[config.mk]
export PLATFORM = sky130hd
export DESIGN_NAME = ax25_frame_header_parser
export DESIGN_NICKNAME = d
export VERILOG_FILES = /design/src/sv/axfp_pkg.sv /design/src/sv/axfp_front.sv /design/src/sv/axfp_queue.sv /design/src/sv/axfp_back.sv /design/src/sv/ax25_frame_header_parser.sv
export SDC_FILE = /design/constraint.sdc
export NUM_CORES = 2
export LEC_CHECK = 0
export ABC_CLOCK_PERIOD_IN_PS = 24500
export BUFFER_PORTS_ARGS = -buffer_cell sky130_fd_sc_hd__buf_4
export CAP_MARGIN = 0
export CORE_MARGIN = 10
export CORE_UTILIZATION = 50
export DETAILED_ROUTE_END_ITERATION = 12
export GPL_ROUTABILITY_DRIVEN = 1
export PLACE_DENSITY = 0.69
export SYNTH_ARGS = -nofsm -noshare
export SYNTH_HDL_FRONTEND = slang
export SYNTH_SLANG_ARGS = --single-unit
[constraint.sdc]
create_clock -name clk -period 24.5 [get_ports clk]
set_input_delay 2.45 -clock clk [delete_from_list [all_inputs] [get_ports clk]]
set_output_delay 2.45 -clock clk [all_outputs]
set_load 0.01 [all_outputs]
[src/sv/axfp_pkg.sv]
`timescale 1ns / 1ps
`default_nettype none
package axfp_pkg;

  // result kinds
  localparam logic [1:0] KIND_REJECT  = 2'd0;
  localparam logic [1:0] KIND_SUMMARY = 2'd1;
  localparam logic [1:0] KIND_HOP     = 2'd2;

  // frame types
  localparam logic [1:0] FT_I = 2'd0;
  localparam logic [1:0] FT_S = 2'd1;
  localparam logic [1:0] FT_U = 2'd2;

  // U frame control values that carry a PID (P/F bit masked)
  localparam logic [7:0] CTRL_UI    = 8'h03;
  localparam logic [7:0] CTRL_XID   = 8'hAF;
  localparam logic [7:0] CTRL_PF_MASK = 8'hEF;

  localparam int ADDR_W     = 47;
  localparam int CALL_W     = 42;
  localparam int CTRL_OFFS  = 14;
  localparam int MIN_LEN    = 15;
  localparam int GROUP_LAST = 6;

  // frame summary handed from front to back
  typedef struct packed {
    logic              reject;
    logic [1:0]        frame_type;
    logic [ADDR_W-1:0] dst;
    logic [ADDR_W-1:0] src;
    logic              ext;
    logic              has_pid;
    logic              ovf;
    logic [15:0]       ctrl_word;
    logic [7:0]        pid;
    logic [11:0]       info_start;
    logic [11:0]       info_count;
  } summary_t;

endpackage
`default_nettype wire

[src/sv/axfp_front.sv]
`timescale 1ns / 1ps
`default_nettype none
module axfp_front import axfp_pkg::*; #(
  parameter int MAX_HOPS = 8,
  parameter int MAX_FRAME_BYTES = 2048,
  parameter int HC_W = 4
) (
  input  wire logic                       clk,
  input  wire logic                       rst,
  input  wire logic                       extended_mode,
  input  wire logic                       take,
  input  wire logic [7:0]                 byte_value,
  input  wire logic                       end_of_frame,
  output logic                            push,
  output summary_t                        rec_sum,
  output logic [HC_W-1:0]                 rec_hops,
  output logic [MAX_HOPS*ADDR_W-1:0]      rec_addr
);

  localparam int POS_W = $clog2(MAX_FRAME_BYTES + 1);
  localparam int SW    = POS_W + 2;
  localparam int HI_W  = (MAX_HOPS > 1) ? $clog2(MAX_HOPS) : 1;
  localparam logic [POS_W-1:0] MAX_POS = POS_W'(MAX_FRAME_BYTES);
  localparam logic [POS_W-1:0] OFFS14  = POS_W'(CTRL_OFFS);

  logic [POS_W-1:0]  byte_position, n_pos;
  logic [2:0]        phase, n_phase;
  logic [ADDR_W-1:0] dst_address, n_dst;
  logic [ADDR_W-1:0] src_address, n_src;
  logic [CALL_W-1:0] group_collector, n_coll;
  logic [ADDR_W-1:0] hop_store [MAX_HOPS];
  logic [ADDR_W-1:0] hop_snap  [MAX_HOPS];
  logic [HC_W-1:0]   hop_count, n_hc;
  logic              address_end_seen, n_aes;
  logic [POS_W-1:0]  control_offset, n_coff;
  logic [23:0]       control_bytes, n_cb;
  logic [23:0]       fallback_bytes, n_fb;
  logic              overflow_seen, n_ovf;
  logic              hop_we;
  logic [ADDR_W-1:0] addr_word;
  logic [POS_W-1:0]  cdist;

  // absorb one byte
  always_comb begin
    n_pos = byte_position; n_phase = phase; n_dst = dst_address; n_src = src_address;
    n_coll = group_collector; n_hc = hop_count; n_aes = address_end_seen;
    n_coff = control_offset; n_cb = control_bytes; n_fb = fallback_bytes;
    n_ovf = overflow_seen; hop_we = 1'b0;
    addr_word = {group_collector, byte_value[4:1], byte_value[7]};
    cdist = byte_position - control_offset;
    if (byte_position >= MAX_POS) begin
      n_ovf = 1'b1;
    end else begin
      n_pos = byte_position + POS_W'(1);
      n_phase = (phase == 3'(GROUP_LAST)) ? 3'd0 : phase + 3'd1;
      if (byte_position == OFFS14)             n_fb[7:0]   = byte_value;
      if (byte_position == OFFS14 + POS_W'(1)) n_fb[15:8]  = byte_value;
      if (byte_position == OFFS14 + POS_W'(2)) n_fb[23:16] = byte_value;
      if (address_end_seen && byte_position >= control_offset) begin
        case (cdist)
          POS_W'(0): n_cb[7:0]   = byte_value;
          POS_W'(1): n_cb[15:8]  = byte_value;
          POS_W'(2): n_cb[23:16] = byte_value;
          default: ;
        endcase
      end
      // address walk
      if (byte_position < OFFS14 || !address_end_seen) begin
        if (phase != 3'(GROUP_LAST)) begin
          n_coll = {group_collector[CALL_W-8:0], byte_value[7:1]};
        end else begin
          if (byte_position == POS_W'(GROUP_LAST)) begin
            n_dst = addr_word;
          end else if (byte_position == POS_W'(CTRL_OFFS - 1)) begin
            n_src = addr_word;
            if (byte_value[0]) begin
              n_aes = 1'b1;
              n_coff = OFFS14;
            end
          end else begin
            if (hop_count < HC_W'(MAX_HOPS)) begin
              hop_we = 1'b1;
              n_hc = hop_count + HC_W'(1);
            end else begin
              n_ovf = 1'b1;
            end
            if (byte_value[0]) begin
              n_aes = 1'b1;
              n_coff = byte_position + POS_W'(1);
            end
          end
          n_coll = '0;
        end
      end
    end
  end

  // hop store including this cycle's write
  always_comb begin
    for (int i = 0; i < MAX_HOPS; i++) begin
      hop_snap[i] = hop_store[i];
      if (hop_we && hop_count[HI_W-1:0] == HI_W'(i)) hop_snap[i] = addr_word;
      rec_addr[i*ADDR_W +: ADDR_W] = hop_snap[i];
    end
  end

  // frame end decode
  logic [SW-1:0] len, ctrl, po;
  logic [23:0]   cb;
  logic [7:0]    c;
  logic [1:0]    ft;
  logic          ext_is, pid_slot, rej;
  always_comb begin
    len = SW'(n_pos);
    ctrl = n_aes ? SW'(n_coff) : SW'(CTRL_OFFS);
    cb = n_aes ? n_cb : n_fb;
    c = cb[7:0];
    ft = !c[0] ? FT_I : ((c[1:0] == 2'b01) ? FT_S : FT_U);
    ext_is = extended_mode && ft != FT_U;
    po = ctrl + (ext_is ? SW'(2) : SW'(1));
    pid_slot = (ft == FT_I) ||
               (ft == FT_U && ((c & CTRL_PF_MASK) == CTRL_UI ||
                               (c & CTRL_PF_MASK) == CTRL_XID));
    rej = len < SW'(MIN_LEN) || ctrl >= len || (ext_is && ctrl + SW'(1) >= len);
    rec_sum = '0;
    rec_sum.reject = rej;
    rec_sum.frame_type = ft;
    rec_sum.dst = n_dst;
    rec_sum.src = n_src;
    rec_sum.ext = ext_is;
    rec_sum.ovf = n_ovf;
    rec_sum.ctrl_word = {ext_is ? cb[15:8] : 8'h00, c};
    if (pid_slot && po < len) begin
      rec_sum.has_pid = 1'b1;
      rec_sum.pid = ext_is ? cb[23:16] : cb[15:8];
      if (po + SW'(1) < len) begin
        rec_sum.info_start = 12'(po + SW'(1));
        rec_sum.info_count = 12'(len - po - SW'(1));
      end
    end
    rec_hops = (n_aes && !rej) ? n_hc : '0;
    push = take && end_of_frame;
  end

  // frame state
  always_ff @(posedge clk) begin
    if (rst || push) begin
      byte_position <= '0; phase <= '0; dst_address <= '0; src_address <= '0;
      group_collector <= '0; hop_count <= '0; address_end_seen <= 1'b0;
      control_offset <= OFFS14; control_bytes <= '0; fallback_bytes <= '0;
      overflow_seen <= 1'b0;
    end else if (take) begin
      byte_position <= n_pos; phase <= n_phase; dst_address <= n_dst;
      src_address <= n_src; group_collector <= n_coll; hop_count <= n_hc;
      address_end_seen <= n_aes; control_offset <= n_coff; control_bytes <= n_cb;
      fallback_bytes <= n_fb; overflow_seen <= n_ovf;
    end
  end

  // hop store, no reset
  always_ff @(posedge clk) begin
    if (take && hop_we) hop_store[hop_count[HI_W-1:0]] <= addr_word;
  end

endmodule
`default_nettype wire

[src/sv/axfp_queue.sv]
`timescale 1ns / 1ps
`default_nettype none
module axfp_queue #(
  parameter int W = 8
) (
  input  wire logic         clk,
  input  wire logic         rst,
  input  wire logic         push,
  input  wire logic [W-1:0] push_data,
  input  wire logic         pop,
  output logic              full,
  output logic              not_empty,
  output logic [W-1:0]      head
);

  logic [W-1:0] slot [2];
  logic         wr_ptr, rd_ptr;
  logic [1:0]   count;

  assign full = count == 2'd2;
  assign not_empty = count != 2'd0;
  assign head = slot[rd_ptr];

  // two-entry record queue
  always_ff @(posedge clk) begin
    if (rst) begin
      wr_ptr <= 1'b0; rd_ptr <= 1'b0; count <= '0;
    end else begin
      if (push) wr_ptr <= ~wr_ptr;
      if (pop) rd_ptr <= ~rd_ptr;
      count <= count + 2'(push) - 2'(pop);
    end
  end

  always_ff @(posedge clk) begin
    if (push) slot[wr_ptr] <= push_data;
  end

endmodule
`default_nettype wire

[src/sv/axfp_back.sv]
`timescale 1ns / 1ps
`default_nettype none
module axfp_back import axfp_pkg::*; #(
  parameter int MAX_HOPS = 8,
  parameter int HC_W = 4
) (
  input  wire logic                  clk,
  input  wire logic                  rst,
  input  wire logic                  q_valid,
  input  wire summary_t              q_sum,
  input  wire logic [HC_W-1:0]       q_hops,
  input  wire logic [MAX_HOPS*ADDR_W-1:0] q_addr,
  output logic                       pop,
  input  wire logic                  out_stall,
  output logic                       out_valid,
  output logic [1:0]                 kind,
  output logic [1:0]                 frame_type,
  output logic [41:0]                call_a,
  output logic [3:0]                 ssid_a,
  output logic [41:0]                call_b,
  output logic [3:0]                 ssid_b,
  output logic [4:0]                 flags,
  output logic [15:0]                control_word,
  output logic [7:0]                 pid,
  output logic [11:0]                info_start,
  output logic [11:0]                info_count,
  output logic                       last
);

  localparam int HI_W = (MAX_HOPS > 1) ? $clog2(MAX_HOPS) : 1;

  logic [HC_W-1:0]   cursor;
  logic              advance, emit_hop;
  logic [ADDR_W-1:0] hop;

  assign advance = q_valid && (!out_valid || !out_stall);
  assign emit_hop = cursor < q_hops;
  assign pop = advance && !emit_hop;
  assign hop = q_addr[32'(cursor[HI_W-1:0]) * ADDR_W +: ADDR_W];

  // cursor and output valid
  always_ff @(posedge clk) begin
    if (rst) begin
      cursor <= '0;
      out_valid <= 1'b0;
    end else begin
      if (advance) cursor <= emit_hop ? cursor + HC_W'(1) : '0;
      if (advance) out_valid <= 1'b1;
      else if (!out_stall) out_valid <= 1'b0;
    end
  end

  // output item register
  always_ff @(posedge clk) begin
    if (advance) begin
      kind <= KIND_REJECT; frame_type <= '0; call_a <= '0; ssid_a <= '0;
      call_b <= '0; ssid_b <= '0; flags <= '0; control_word <= '0; pid <= '0;
      info_start <= '0; info_count <= '0; last <= 1'b1;
      if (emit_hop) begin
        kind <= KIND_HOP;
        call_a <= hop[ADDR_W-1:5];
        ssid_a <= hop[4:1];
        flags <= {4'b0, hop[0]};
        last <= 1'b0;
      end else if (!q_sum.reject) begin
        kind <= KIND_SUMMARY;
        frame_type <= q_sum.frame_type;
        call_a <= q_sum.dst[ADDR_W-1:5];
        ssid_a <= q_sum.dst[4:1];
        call_b <= q_sum.src[ADDR_W-1:5];
        ssid_b <= q_sum.src[4:1];
        flags <= {q_sum.ovf, q_sum.has_pid, q_sum.ext, q_sum.src[0], q_sum.dst[0]};
        control_word <= q_sum.ctrl_word;
        pid <= q_sum.pid;
        info_start <= q_sum.info_start;
        info_count <= q_sum.info_count;
      end
    end
  end

endmodule
`default_nettype wire

[src/sv/ax25_frame_header_parser.sv]
`timescale 1ns / 1ps
`default_nettype none
// channel  | handshake                 | payload
// cfg      | cfg_we                    | cfg_wdata (extended_mode)
// in       | in_valid / in_stall       | byte_value, end_of_frame
// out      | out_valid / out_stall     | kind .. last
//
// One byte per cycle enters the front; a frame end hands one record to a
// two-entry queue. The back emits one item per cycle unless out_stall holds it:
// hops, then the summary, or a lone reject; input stalls while the queue is full.
// Reset is synchronous and clears frame state and extended_mode, but not the hop store.
module ax25_frame_header_parser import axfp_pkg::*; #(
  parameter int MAX_HOPS = 8,
  parameter int MAX_FRAME_BYTES = 2048
) (
  input  wire logic        clk,
  input  wire logic        rst,
  input  wire logic        cfg_we,
  input  wire logic        cfg_wdata,
  input  wire logic        in_valid,
  output logic             in_stall,
  input  wire logic [7:0]  byte_value,
  input  wire logic        end_of_frame,
  output logic             out_valid,
  input  wire logic        out_stall,
  output logic [1:0]       kind,
  output logic [1:0]       frame_type,
  output logic [41:0]      call_a,
  output logic [3:0]       ssid_a,
  output logic [41:0]      call_b,
  output logic [3:0]       ssid_b,
  output logic [4:0]       flags,
  output logic [15:0]      control_word,
  output logic [7:0]       pid,
  output logic [11:0]      info_start,
  output logic [11:0]      info_count,
  output logic             last
);

  localparam int HC_W = $clog2(MAX_HOPS + 1);
  localparam int AW   = MAX_HOPS * ADDR_W;
  localparam int QW   = $bits(summary_t) + HC_W + AW;

  logic            extended_mode;
  logic            take, push, pop, q_full, q_valid;
  summary_t        rec_sum, q_sum;
  logic [HC_W-1:0] rec_hops, q_hops;
  logic [AW-1:0]   rec_addr, q_addr;
  logic [QW-1:0]   q_head;

  // config register
  always_ff @(posedge clk) begin
    if (rst) extended_mode <= 1'b0;
    else if (cfg_we) extended_mode <= cfg_wdata;
  end

  assign in_stall = q_full;
  assign take = in_valid && !in_stall;

  axfp_front #(.MAX_HOPS(MAX_HOPS), .MAX_FRAME_BYTES(MAX_FRAME_BYTES), .HC_W(HC_W)) u_front (
    .clk, .rst, .extended_mode, .take, .byte_value, .end_of_frame,
    .push, .rec_sum, .rec_hops, .rec_addr
  );

  axfp_queue #(.W(QW)) u_queue (
    .clk, .rst, .push, .push_data({rec_sum, rec_hops, rec_addr}), .pop,
    .full(q_full), .not_empty(q_valid), .head(q_head)
  );

  assign {q_sum, q_hops, q_addr} = q_head;

  axfp_back #(.MAX_HOPS(MAX_HOPS), .HC_W(HC_W)) u_back (
    .clk, .rst, .q_valid, .q_sum, .q_hops, .q_addr, .pop, .out_stall, .out_valid,
    .kind, .frame_type, .call_a, .ssid_a, .call_b, .ssid_b, .flags, .control_word,
    .pid, .info_start, .info_count, .last
  );

endmodule
`default_nettype wire

==> flow_metrics.py <==
metrics = {
    "outcome": {
        "run_status": "finished clean",
    },
    "timing": {
        "rsz0062_at_grt": "no",
        "setup_slack_ps": 14920,
        "clock.fmax_mhz": 104,
        "setup_viol": 0,
        "skew_ps": 32.0,
        "max_slew_margin": 0.131,
        "fin_setup_tns_ps": 0,
        "holdWs_ps": 452,
        "post-route-period-util": 0.391,
        "timing.final.crit_period_ps": 9580,
        "worst_slew_pin_slew_ps": 1290,
        "final-hold-violation-count": 0,
        "drv_slew": 0,
    },
    "setup_path": {
        "crit_type": "register to register",
        "required_ps": 25100,
        "cp_num_buf_inv": 5,
        "crit_fanout": 33,
        "critPathCaptureType": "register",
        "slowest_stage": "o21ai_2",
        "max_stage_delay_ps": 800,
        "cp_top_family": "compound AO/OA/AOI/OAI gates",
        "arrival_ps": 10180,
        "setup.worst_path.start_class": "register",
    },
    "placed_design": {
        "port_buffers": 166,
        "place.gp.congestion": 0.879,
        "dp_hpwl_um": 96600,
        "postPlaceCellArea_um2": 77500,
        "dp_slack_ps": 14640,
    },
    "synth": {
        "synth_top_flop_cell": "edfxtp_1",
        "synth_fp_nets": 4578,
        "synth-adder-area-share": 0.0163,
        "ys_seq_elements": 1810,
        "netlist_area_um2": 74300,
        "avgSynthCellArea_um2": 16.6,
        "synth_top_family_by_area": "multiplexers",
        "synth-compound-area-share": 0.0332,
        "synthCells": 4468,
        "synthArstFlopShare": 0,
        "ys_types": 87,
        "ys.warnings.count": 0,
        "synth-edff-count": 1582,
        "synth-xor-area-share": 0.00915,
        "synthMuxAreaShare": 0.170,
        "yosysTopAreaCell": "edfxtp_1",
        "yosysTopAreaCellShare": 0.640,
        "synthTopCellsByArea": "edfxtp_1 64%, mux2_2 7.1%, mux4_2 7.1%",
        "synthSimpleGateAreaFrac": 0.0515,
        "synth_seq_area_share": 0.701,
    },
    "detailed_routing": {
        "num_vias": 39800,
        "via_per_inst": 5.95,
        "drtAntennaViolNets": 0,
        "drt_iter0_drc": 3922,
        "finalWirelength_um": 176000,
        "remaining_drc_errors": 0,
        "dr.pass1.iters": 5,
        "drt-wirelength-per-cell_um": 26.3,
    },
    "floorplan": {
        "die_h_um": 405,
        "start_util": 0.503,
        "core-area_um2": 148000,
        "std_cell_rows": 141,
        "pin_count": 167,
        "dieArea_um2": 164000,
        "die_w_um": 405,
    },
    "global_route": {
        "grt_pass1_vias": 40400,
        "met3_usage": 0.0365,
        "antenna_found_initial": 5,
        "busiest_layer": "met2",
        "grt_usage": 0.212,
        "grt_pass1_wl_um": 262000,
        "use_met1": 0.296,
        "met2_usage": 0.347,
        "gr-total-overflow": 0,
        "grt_max_degree": 170,
    },
    "pwr": {
        "intPower_uw": 5180,
        "pwr_density_cell_nw_per_um2": 80.1,
        "p_sw_frac": 0.224,
        "sequentialPowerShare": 0.528,
        "switchingPower_uw": 1490,
        "pwr-share-comb": 0.072,
        "ir_drop_v": 0.0000741,
        "p_leak_uw": 0.0265,
        "clkPwrFrac": 0.400,
    },
    "clock_tree": {
        "clkLatencyLatePin_ps": 810,
        "cts_tree": "built",
        "cts_buffer_depth": 3,
        "cts-root-buf": "clkbuf_16",
        "cts.sinks": 1810,
        "numCtsBuffers": 179,
        "h-tree-depth": 4,
        "clk_pin_slew_ps": 60,
        "hold_buffers": 0,
        "post_cts_resized": 0,
        "cts_setup_buffers": 0,
    },
    "finish": {
        "fin_area_um2": 83200,
        "fin_nets": 4704,
        "post-route-util": 0.564,
        "drive_above_1_share": 0.267,
        "n_antenna_cell": 0,
        "syn2layout_area_growth_pct": 12.0,
    },
    "flow_run": {
        "drv_cap": 0,
    },
    "worst_hold_path": {
        "min_path_type": "register to register",
    },
}
final cells by class:
| cell class | instances | area, µm² |
|---|---|---|
| timing repair buffer | 237 | 1820 |
| clock inverter | 103 | 892 |
| tap | 1930 | 2410 |
| fill | 11100 | 64400 |
| clock buffer | 232 | 4800 |
| sequential | 1810 | 52100 |
| multi-input combinational | 2290 | 20900 |
| inverter | 76 | 290 |
through the flow:
step	cells	total power, µW
after floorplan	4468	3920
after global placement	6343	4070
after detailed placement	6343	4080
after CTS	6678	6720
after global routing	6678	6880
final	6678	6670
tightest hold or removal path, cell delays in order (launching register included):
cell     delay [ps]
dfxtp_1         300
nand2_1          50
a21oi_1          50
power groups by stage:
stage / sequential [µW] / clock [µW] / combinational (µW)
6_report: 3520 / 2670 / 478
5_1_grt: 3530 / 2830 / 516
2_1_floorplan: 3630 / 0 / 288
4_1_cts: 3520 / 2710 / 490
3_5_place_dp: 3590 / 0 / 489
3_3_place_gp: 3580 / 0 / 485
cells by family (layout without fill, tap and decap cells):
| group | Yosys count | count (layout) |
|---|---|---|
| XOR/XNOR | 75 | 75 |
| AND/OR/NAND/NOR | 844 | 844 |
| multiplexers | 906 | 906 |
| buffers and inverters | 368 | 648 |
| AO/OA/AOI/OAI | 370 | 370 |
| adder cells (fa/ha/maj) | 95 | 95 |
| flip-flops | 1810 | 1810 |
layout by cell type (no fill, tap or decap), types with 47 or more instances in the layout:
| cell type | instances |
|---|---|
| inv_1 | 72 |
| nor3_1 | 76 |
| buf_4 | 234 |
| mux2i_1 | 201 |
| o2bb2ai_1 | 47 |
| edfxtp_1 | 1582 |
| nor2_1 | 333 |
| nand3_1 | 68 |
| dfxtp_1 | 224 |
| nand2_1 | 216 |
| mux4_2 | 235 |
| clkbuf_16 | 182 |
| ha_1 | 92 |
| a21oi_1 | 159 |
| mux2_2 | 470 |
sequential cells by signal, summed over array words and instances, names as in the netlist, 16 cells and up, named ones only:
name and cells:
u_front.control_bytes 24, u_front.src_address 47, u_front.dst_address 47, u_front.group_collector 42, u_back.call_b 42, u_back.call_a 42, u_queue.slot 1056, u_front.hop_store 376
u_back.control_word 16, u_front.fallback_bytes 24
metal layers:
layer	routed length [µm]	up-vias
li1	-	17500
met1	74400	20700
met2	85200	1369
met3	12400	246
met4	3920	0
met5	0	-
synth_stat cells, types with 4 or more instances:
library cell,n
mux2i_1,201
a31oi_1,12
and2_1,5
o31ai_1,5
nand2b_1,33
edfxtp_1,1582
buf_1,29
nor2_1,337
o22a_1,8
or3_1,5
buf_2,14
clkbuf_1,245
xnor2_1,37
a211oi_1,9
dfxtp_1,228
o221ai_1,12
nand4_1,10
nor4_1,9
a21o_1,10
nor3_1,79
nor3b_1,14
o21ai_0,32
nor2b_1,10
nor3_2,12
a21oi_1,159
nand2_1,223
o211ai_1,15
mux2_2,470
mux4_2,235
ha_1,92
nand3b_1,4
inv_1,74
o21a_1,13
o21bai_1,4
nand3_1,70
and3_1,14
xor2_1,35
o2bb2ai_1,47
path summary, 6_finish.rpt:
check	start	end	slack, ps	cells after the start
max	u_front.byte_position[0]$_SDFFE_PP0P_	u_queue.slot[1][403]$_DFFE_PP_	14920	32
min	u_front.src_address[10]$_SDFFE_PP0P_	u_front.src_address[10]$_SDFFE_PP0P_	450	2
max reg2reg	u_front.byte_position[0]$_SDFFE_PP0P_	u_queue.slot[1][403]$_DFFE_PP_	14920	32
min reg2reg	u_front.src_address[10]$_SDFFE_PP0P_	u_front.src_address[10]$_SDFFE_PP0P_	450	2
(Power assumes the default switching activity.)
